## config.mk

```make
export PLATFORM = sky130hd
export DESIGN_NAME = csr_edge_stream_builder_flat
export DESIGN_NICKNAME = d
export VERILOG_FILES = /design/src/rtl/cseb_pkg.sv /design/src/rtl/cseb_edge_if.sv /design/src/rtl/cseb_result_if.sv /design/src/rtl/cseb_core.sv /design/src/rtl/cseb_out_buf.sv /design/src/rtl/csr_edge_stream_builder.sv /design/src/flat_wrapper.sv
export SDC_FILE = /design/constraint.sdc
export NUM_CORES = 1
export LEC_CHECK = 0
export BUFFER_PORTS_ARGS = -buffer_cell sky130_fd_sc_hd__buf_2
export CAP_MARGIN = 20
export CELL_PAD_IN_SITES_DETAIL_PLACEMENT = 0
export CELL_PAD_IN_SITES_GLOBAL_PLACEMENT = 2
export CORE_MARGIN = 8
export CORE_UTILIZATION = 39
export CTS_BUF_LIST = sky130_fd_sc_hd__clkbuf_16
export DETAILED_ROUTE_END_ITERATION = 10
export PLACE_DENSITY_LB_ADDON = 0.1
export RECOVER_POWER = 100
export SLEW_MARGIN = 25
export SYNTH_ARGS = -nofsm -noshare
export SYNTH_HDL_FRONTEND = slang
export SYNTH_SLANG_ARGS = --single-unit
```

## constraint.sdc

```tcl
create_clock -name clk -period 11.36 [get_ports clk]
set_input_delay 0.568 -clock clk [delete_from_list [all_inputs] [get_ports clk]]
set_output_delay 0.568 -clock clk [all_outputs]
set_load 0.01 [all_outputs]
```

## src/rtl/cseb_pkg.sv

```systemverilog
package cseb_pkg;

	// Field widths.
	localparam int VERTEX_BITS = 24;
	localparam int EDGE_BITS   = 32;
	localparam int ROW_BITS    = VERTEX_BITS + 1;

	// Item kinds on both channels.
	localparam logic KIND_EDGE   = 1'b0;
	localparam logic KIND_FINISH = 1'b1;

	// Reset value of the vertex count register: 2^VERTEX_BITS.
	localparam logic [ROW_BITS-1:0] NODE_LIMIT_RESET = {1'b1, {VERTEX_BITS{1'b0}}};

	// Saturation value of the kept edge counter.
	localparam logic [EDGE_BITS-1:0] EDGE_COUNT_MAX = {EDGE_BITS{1'b1}};

	// One result item.
	typedef struct packed {
		logic                   out_kind;
		logic [EDGE_BITS-1:0]   edge_position;
		logic [VERTEX_BITS-1:0] source_vertex;
		logic [VERTEX_BITS-1:0] adjacent_vertex;
		logic                   new_row;
		logic [ROW_BITS-1:0]    row_first;
		logic [ROW_BITS-1:0]    row_last;
		logic                   overflow;
	} cseb_result_t;

endpackage

```

## src/rtl/cseb_edge_if.sv

```systemverilog
interface cseb_edge_if import cseb_pkg::*; ();
	logic                   valid;
	logic                   ready;
	logic                   kind;
	logic [VERTEX_BITS-1:0] in_source;
	logic [VERTEX_BITS-1:0] in_target;

	modport source (output valid, kind, in_source, in_target, input ready);
	modport sink (input valid, kind, in_source, in_target, output ready);
endinterface

```

## src/rtl/cseb_result_if.sv

```systemverilog
interface cseb_result_if import cseb_pkg::*; ();
	logic                   valid;
	logic                   ready;
	logic                   out_kind;
	logic [EDGE_BITS-1:0]   edge_position;
	logic [VERTEX_BITS-1:0] source_vertex;
	logic [VERTEX_BITS-1:0] adjacent_vertex;
	logic                   new_row;
	logic [ROW_BITS-1:0]    row_first;
	logic [ROW_BITS-1:0]    row_last;
	logic                   overflow;

	modport source (output valid, out_kind, edge_position, source_vertex, adjacent_vertex,
		new_row, row_first, row_last, overflow, input ready);
	modport sink (input valid, out_kind, edge_position, source_vertex, adjacent_vertex,
		new_row, row_first, row_last, overflow, output ready);
endinterface

```

## src/rtl/cseb_core.sv

```systemverilog
module cseb_core import cseb_pkg::*; (
	input  logic                   clk,
	input  logic                   arst_n,
	input  logic [ROW_BITS-1:0]    node_limit,
	input  logic                   item_fire,
	input  logic                   item_kind,
	input  logic [VERTEX_BITS-1:0] item_source,
	input  logic [VERTEX_BITS-1:0] item_target,
	output logic                   res_valid,
	output cseb_result_t           res
);

	logic [VERTEX_BITS-1:0] prev_source_q;
	logic [VERTEX_BITS-1:0] prev_target_q;
	logic                   have_prev_q;
	logic [EDGE_BITS-1:0]   kept_count_q;

	logic [ROW_BITS-1:0] first_row;
	logic                is_finish;
	logic                drop_edge;
	logic                keep_edge;
	logic                saturated;

	// First begin entry that a new row range would cover.
	assign first_row = have_prev_q ? ({1'b0, prev_source_q} + ROW_BITS'(1)) : '0;
	assign is_finish = (item_kind == KIND_FINISH);
	assign saturated = (kept_count_q == EDGE_COUNT_MAX);

	// Self loops, repeats of the last kept edge and reversed edges are dropped.
	assign drop_edge = (item_source == item_target)
		|| (have_prev_q && item_source == prev_source_q && item_target == prev_target_q)
		|| (item_source > item_target);
	assign keep_edge = !is_finish && !drop_edge;

	// Build the result item for the current input item.
	always_comb begin
		res           = '0;
		res_valid     = is_finish || keep_edge;
		res.overflow  = saturated;
		res.edge_position = kept_count_q;
		if (is_finish) begin
			res.out_kind = KIND_FINISH;
			if (first_row <= node_limit) begin
				res.new_row   = 1'b1;
				res.row_first = first_row;
				res.row_last  = node_limit;
			end
		end else begin
			res.out_kind        = KIND_EDGE;
			res.source_vertex   = item_source;
			res.adjacent_vertex = item_target;
			if (!have_prev_q || item_source > prev_source_q) begin
				res.new_row   = 1'b1;
				res.row_first = first_row;
				res.row_last  = {1'b0, item_source};
			end
		end
	end

	// Graph state: last kept edge and the saturating edge counter.
	always_ff @(posedge clk or negedge arst_n) begin
		if (!arst_n) begin
			prev_source_q <= '0;
			prev_target_q <= '0;
			have_prev_q   <= 1'b0;
			kept_count_q  <= '0;
		end else if (item_fire) begin
			if (is_finish) begin
				prev_source_q <= '0;
				prev_target_q <= '0;
				have_prev_q   <= 1'b0;
				kept_count_q  <= '0;
			end else if (keep_edge) begin
				prev_source_q <= item_source;
				prev_target_q <= item_target;
				have_prev_q   <= 1'b1;
				if (!saturated) begin
					kept_count_q <= kept_count_q + EDGE_BITS'(1);
				end
			end
		end
	end

endmodule

```

## src/rtl/cseb_out_buf.sv

```systemverilog
module cseb_out_buf import cseb_pkg::*; (
	input  logic         clk,
	input  logic         arst_n,
	input  logic         push,
	input  cseb_result_t push_data,
	output logic         push_ready,
	output logic         pop_valid,
	input  logic         pop_ready,
	output cseb_result_t pop_data
);

	cseb_result_t main_q;
	cseb_result_t skid_q;
	logic         main_valid_q;
	logic         skid_valid_q;
	logic         main_load;

	// The skid entry takes an item that arrives while the output is stalled.
	assign push_ready = !skid_valid_q;
	assign pop_valid  = main_valid_q;
	assign pop_data   = main_q;
	assign main_load  = !main_valid_q || pop_ready;

	// Occupancy of the output register and the skid entry.
	always_ff @(posedge clk or negedge arst_n) begin
		if (!arst_n) begin
			main_valid_q <= 1'b0;
			skid_valid_q <= 1'b0;
		end else if (main_load) begin
			if (skid_valid_q) begin
				main_valid_q <= 1'b1;
				skid_valid_q <= 1'b0;
			end else begin
				main_valid_q <= push;
			end
		end else if (push) begin
			skid_valid_q <= 1'b1;
		end
	end

	// Payload moves without reset.
	always_ff @(posedge clk) begin
		if (main_load) begin
			if (skid_valid_q) begin
				main_q <= skid_q;
			end else if (push) begin
				main_q <= push_data;
			end
		end else if (push) begin
			skid_q <= push_data;
		end
	end

endmodule

```

## src/rtl/csr_edge_stream_builder.sv

```systemverilog
// Channel  Direction  Payload
// in_ch    sink       kind, in_source, in_target
// out_ch   source     out_kind, edge_position, source_vertex, adjacent_vertex,
//                     new_row, row_first, row_last, overflow
// cfg      write      cfg_wdata -> vertex count register
//
// One item is accepted per cycle while in_ch.ready is high; its result goes into
// the output register, or the skid entry while out_ch stalls. The compare against
// the last kept edge and the counter update are done in the accept cycle, so
// back-to-back items see current state. Reset clears the graph state and sets
// the vertex count to 2^24. A two-entry output stage (register plus skid) lets
// in_ch take one more item while out_ch stalls; ready drops only while both entries are full.
module csr_edge_stream_builder import cseb_pkg::*; (
	input  logic                clk,
	input  logic                arst_n,
	cseb_edge_if.sink           in_ch,
	cseb_result_if.source       out_ch,
	input  logic                cfg_we,
	input  logic [ROW_BITS-1:0] cfg_wdata
);

	logic [ROW_BITS-1:0] node_limit_q;
	logic                item_fire;
	logic                res_valid;
	logic                buf_ready;
	cseb_result_t        res;
	cseb_result_t        out_data;

	// Vertex count register.
	always_ff @(posedge clk or negedge arst_n) begin
		if (!arst_n) begin
			node_limit_q <= NODE_LIMIT_RESET;
		end else if (cfg_we) begin
			node_limit_q <= cfg_wdata;
		end
	end

	assign in_ch.ready = buf_ready;
	assign item_fire   = in_ch.valid && buf_ready;

	cseb_core u_core (
		.clk          (clk),
		.arst_n       (arst_n),
		.node_limit   (node_limit_q),
		.item_fire    (item_fire),
		.item_kind    (in_ch.kind),
		.item_source  (in_ch.in_source),
		.item_target  (in_ch.in_target),
		.res_valid    (res_valid),
		.res          (res)
	);

	cseb_out_buf u_out_buf (
		.clk        (clk),
		.arst_n     (arst_n),
		.push       (item_fire && res_valid),
		.push_data  (res),
		.push_ready (buf_ready),
		.pop_valid  (out_ch.valid),
		.pop_ready  (out_ch.ready),
		.pop_data   (out_data)
	);

	// Unpack the result item onto the output channel.
	assign out_ch.out_kind        = out_data.out_kind;
	assign out_ch.edge_position   = out_data.edge_position;
	assign out_ch.source_vertex   = out_data.source_vertex;
	assign out_ch.adjacent_vertex = out_data.adjacent_vertex;
	assign out_ch.new_row         = out_data.new_row;
	assign out_ch.row_first       = out_data.row_first;
	assign out_ch.row_last        = out_data.row_last;
	assign out_ch.overflow        = out_data.overflow;

endmodule

```

## src/flat_wrapper.sv

```systemverilog
// flat-port wrapper written by rule: the top's interface ports become plain ports
module csr_edge_stream_builder_flat import cseb_pkg::*;
  (clk, arst_n, cfg_we, cfg_wdata, in_ch_valid, in_ch_kind, in_ch_in_source, in_ch_in_target, in_ch_ready, out_ch_valid, out_ch_out_kind, out_ch_edge_position, out_ch_source_vertex, out_ch_adjacent_vertex, out_ch_new_row, out_ch_row_first, out_ch_row_last, out_ch_overflow, out_ch_ready);
  cseb_edge_if in_ch_i ();
  cseb_result_if out_ch_i ();
  input  logic clk;
  input  logic arst_n;
  input  logic cfg_we;
  input  logic [ROW_BITS-1:0] cfg_wdata;
  input wire logic [$bits(in_ch_i.valid)-1:0] in_ch_valid;
  input wire logic [$bits(in_ch_i.kind)-1:0] in_ch_kind;
  input wire logic [$bits(in_ch_i.in_source)-1:0] in_ch_in_source;
  input wire logic [$bits(in_ch_i.in_target)-1:0] in_ch_in_target;
  output wire logic [$bits(in_ch_i.ready)-1:0] in_ch_ready;
  output wire logic [$bits(out_ch_i.valid)-1:0] out_ch_valid;
  output wire logic [$bits(out_ch_i.out_kind)-1:0] out_ch_out_kind;
  output wire logic [$bits(out_ch_i.edge_position)-1:0] out_ch_edge_position;
  output wire logic [$bits(out_ch_i.source_vertex)-1:0] out_ch_source_vertex;
  output wire logic [$bits(out_ch_i.adjacent_vertex)-1:0] out_ch_adjacent_vertex;
  output wire logic [$bits(out_ch_i.new_row)-1:0] out_ch_new_row;
  output wire logic [$bits(out_ch_i.row_first)-1:0] out_ch_row_first;
  output wire logic [$bits(out_ch_i.row_last)-1:0] out_ch_row_last;
  output wire logic [$bits(out_ch_i.overflow)-1:0] out_ch_overflow;
  input wire logic [$bits(out_ch_i.ready)-1:0] out_ch_ready;
  assign in_ch_i.valid = in_ch_valid;
  assign in_ch_i.kind = in_ch_kind;
  assign in_ch_i.in_source = in_ch_in_source;
  assign in_ch_i.in_target = in_ch_in_target;
  assign in_ch_ready = in_ch_i.ready;
  assign out_ch_valid = out_ch_i.valid;
  assign out_ch_out_kind = out_ch_i.out_kind;
  assign out_ch_edge_position = out_ch_i.edge_position;
  assign out_ch_source_vertex = out_ch_i.source_vertex;
  assign out_ch_adjacent_vertex = out_ch_i.adjacent_vertex;
  assign out_ch_new_row = out_ch_i.new_row;
  assign out_ch_row_first = out_ch_i.row_first;
  assign out_ch_row_last = out_ch_i.row_last;
  assign out_ch_overflow = out_ch_i.overflow;
  assign out_ch_i.ready = out_ch_ready;
  csr_edge_stream_builder u_core (.clk(clk), .arst_n(arst_n), .in_ch(in_ch_i), .out_ch(out_ch_i), .cfg_we(cfg_we), .cfg_wdata(cfg_wdata));
endmodule
```

==> results.md <==
Clock tree:
- The post-cts resize count is 0.
- TritonCTS built the clock tree.
- The clock-pin slew on the worst setup and hold paths is around 0.060 ns.
- The longest clock path from root to sink contains 3 buffers.
- The H-tree was split into 2 levels.
- CTS placed an instance of clkbuf_16 at the clock tree root.
- The TritonCTS buffer count is 43.
- The tree built by TritonCTS fans out to 374 sinks.
- The clock latency at the later pin of the worst-skew pair is ~0.56 ns.
- The post-CTS repair timing setup buffer count is 0.
- In this run, post-CTS hold repair placed 0 buffers.

Placed design:
- The placed wire-length estimate is roughly 34 mm.
- The setup slack at placement is 6.62 ns.
- The total of buffers placed on input and output ports is 213.
- The number of placed cells counting well taps is roughly 2200.
- The placer congestion estimate is roughly 0.8.
- The post-placement cell area is ~0.019 mm2.

Hold path:
- The cell count of the worst hold path is 3.
- The kind of path behind the tightest hold check is input pin to flop.

STA:
- The post-layout worst setup margin is around 4.8 ns.
- The actual transition at the worst max-transition pin is roughly 4.5 ns.
- Final hold analysis gives a worst-case slack of between 0.2 and 0.25 ns.
- The final number of hold-violating endpoints is 0.
- In this run the tightest slew margin relative to its limit is -202%.
- The count of final setup violators is 0.
- Setup repair after global routing left no endpoint under its margin.
- The final worst-path cycle share is slightly below 60%.
- Adding up every negative setup slack in the final design gives 0 ns.
- The final max-slew violation count is roughly 840.
- Derived from the worst setup path, the maximum achievable clock frequency is 0.153 GHz.
- The worst setup skew after layout is between 0.01 and 0.015 ns.
- The clock period could shrink to about 6.5 ns.

GRT:
- Global routing used between 10% and 20% of the available tracks across all layers.
- The initial antenna violation count was 1.
- The first global-routing pass estimated 75.6 mm of wire.
- The total overflow left after global routing is 0.
- The via count of the first global-routing pass is 12300.
- The largest net degree at the start of global routing is 79.

Power:
- For this design the static power due to leakage is ~8 nW.
- The worst-case IR drop observed on VDD is approximately 0.11 mV.
- The cell area power density is roughly 180 mW/mm2.
- After layout, the design draws a total of between 3 and 4 mW.

Detailed routing:
- The total number of vias is approximately 12000.
- Wire segments on met3 add up to ~2.1 mm in the final route.
- Signal routing reaches up to met5.
- The detail route stage leaves a number of antenna-violating nets equal to 0.
- The ratio of routed vias to standard cells is between 5 and 6.
- The detailed-route wire length is 49.4 mm.
- The first routing iteration left between 700 and 800 violations.
- The mean routed wirelength per cell is between 20 and 25 um.
- After detailed routing, the wire length on met1 is 21.2 mm.
- The number of iterations in the first detailed-routing pass is 5.
- After detailed routing, the number of remaining DRC violations is 0.
- In the detailed route, the total length drawn on met2 is approximately 25 mm.

Synth:
- The distinct cell type count after synthesis is 64.
- After synthesis, the mean cell area works out to about 12 um2.
- Yosys attributes the largest share of cell area to edfxtp_1 (45%), dfrtp_1 (15%), ha_1 (5.3%), nand2_1 (4.1%), o21ai_0 (3.3%).
- Among all flip-flop cells after synthesis, the most frequent one is edfxtp_1.
- Yosys instantiated no cell more often than edfxtp_1.
- The fraction of synthesis flops using an asynchronous set or reset pin is between 20 and 30%.
- When the netlist entered floorplanning its net count stood at between 1500 and 2000.
- The cell accounting for the most synthesized area is edfxtp_1.
- The register bit total from synthesis is ~370.
- The synthesized design contains roughly 270 enable-type register cells.
- The commonest cells after synthesis are edfxtp_1 (266), nand2_1 (195), inv_1 (121).
- The number of warnings reported in the yosys synthesis log is 0.
- Sequential elements use roughly 61% of the synthesized area.
- After synthesis the cells add up to roughly 0.018 mm2.
- The area share of the largest cell type after synthesis is approximately 45%.
- The synthesized instance count is around 1500.

Floorplanning:
- The number of rows created at floorplan is just under 80.
- approximately 210 I/O pins were placed.
- The starting utilization of the core area is between 30% and 40%.
- The region available for standard cell placement spans around 0.045 mm2.
- The overall die area is approximately 0.052 mm2.
- The die boundary height is ~230 um.
- In this run the horizontal extent of the chip is approximately 230 um.

Critical path:
- The worst reg-to-reg path cell count is 11.
- The category of the critical setup timing path is input pin to flop.
- The required time at the worst-slack endpoint is between 10 and 15 ns.
- The worst setup path is launched from an input pin.
- In this run the worst path has a maximum fanout of between 60 and 70.
- STA classifies the critical path endpoint as a flop.
- The data arrival at the endpoint of the critical path is 6.72 ns.

Cells and area:
- The post-route cell area is slightly above 0.02 mm2.
- The post-synthesis to final-layout area growth is 14.9%.
- Once layout is complete, the utilization of the core stands at roughly 45%.
- Of the cells placed in the final design, the portion with a size suffix greater than 1 is between 10% and 20%.
- The number of nets in the final layout is between 1500 and 2000.
- The post-route non-filler standard cell count is ~2300.
- The number of inserted diodes is 0.

Run status:
- The flow ran to the end, but the final reports show violations.
- The final reports fail on max-capacitance violations, max-slew violations.

Flow run:
- Across the run, the number of max-cap violations was 15.
## final cells by class
cell class                 count  area, um2
multi-input combinational    922       6090
clock inverter                35        259
inverter                     123        462
fill                        4315      24800
clock buffer                  43       1080
sequential                   374      10700
tap                          600        751
timing repair buffer         228        961
## placed cells by master, fill, tap and decap left out, types with 44 or more instances in the layout
cell type,netlist,final
mux2_2,52,44
clkbuf_1,42,150
buf_2,20,75
edfxtp_1,266,266
dfrtp_1,107,107
o21ai_0,118,120
inv_1,121,133
ha_1,75,75
a21oi_1,49,50
nor2_1,58,58
nand2_1,195,195
## path summary, 6_finish.rpt
path,from,slack (ns),endpoint
worst max-delay path,in_ch_in_target[15],4.81,u_core.u_out_buf.pop_data[29]
worst min register to register,u_core.u_core.prev_source_q[19],0.49,u_core.u_core.prev_source_q[19]
worst max register to register,u_core.u_core.prev_source_q[22],4.93,u_core.u_out_buf.pop_data[29]
max in group asynchronous,arst_n,5.56,u_core.node_limit_q[7]
worst min-delay path,cfg_wdata[3],0.23,u_core.node_limit_q[3]
min in group asynchronous,arst_n,1.08,u_core.u_core.kept_count_q[20]
## registers in the layout, indices dropped and copies added, names as in the netlist
name                           cells
u_core.node_limit_q               25
u_core.u_core.have_prev_q          1
u_core.u_core.kept_count_q        32
u_core.u_core.prev_source_q       24
u_core.u_core.prev_target_q       24
u_core.u_out_buf.pop_data        133
u_core.u_out_buf.pop_valid         1
u_core.u_out_buf.skid_q          133
u_core.u_out_buf.skid_valid_q      1
## cell families after synthesis
| kind of cell | after synthesis | synth area share [%] |
|---|---|---|
| simple gates | 427 | 11.6 |
| flops | 374 | 60.5 |
| compound gates | 298 | 10.4 |
| buf+inv | 196 | 4.54 |
| mux | 76 | 5.33 |
| fa+ha+maj | 75 | 5.31 |
| xor+xnor | 46 | 2.28 |
## per-layer routing
metal | track usage [%] | up-vias
met3 | 3.61 | 61
met4 | 4.66 | 2
met1 | 23.2 | 5855
li1 | - | 5787
met2 | 32.6 | 217
met5 | 0 | -
## power breakdown
group	switching, mW	internal [mW]
logic	0.396	0.215
registers	0.103	1.68
clock network	0.556	0.776
total	1.06	2.67
## critical path, stage by stage
cell and delay, ns:
clkbuf_1 0.13, inv_1 0.09, ha_1 0.31, a21oi_1 0.14
o21ai_0 0.22, a2111oi_0 0.43, a31o_2 0.25, and3_1 0.30
nor2_1 0.15, nor2b_4 0.16, clkbuf_1 2.74, buf_4 1.02
No activity file was read; power rests on OpenSTA's default activity.
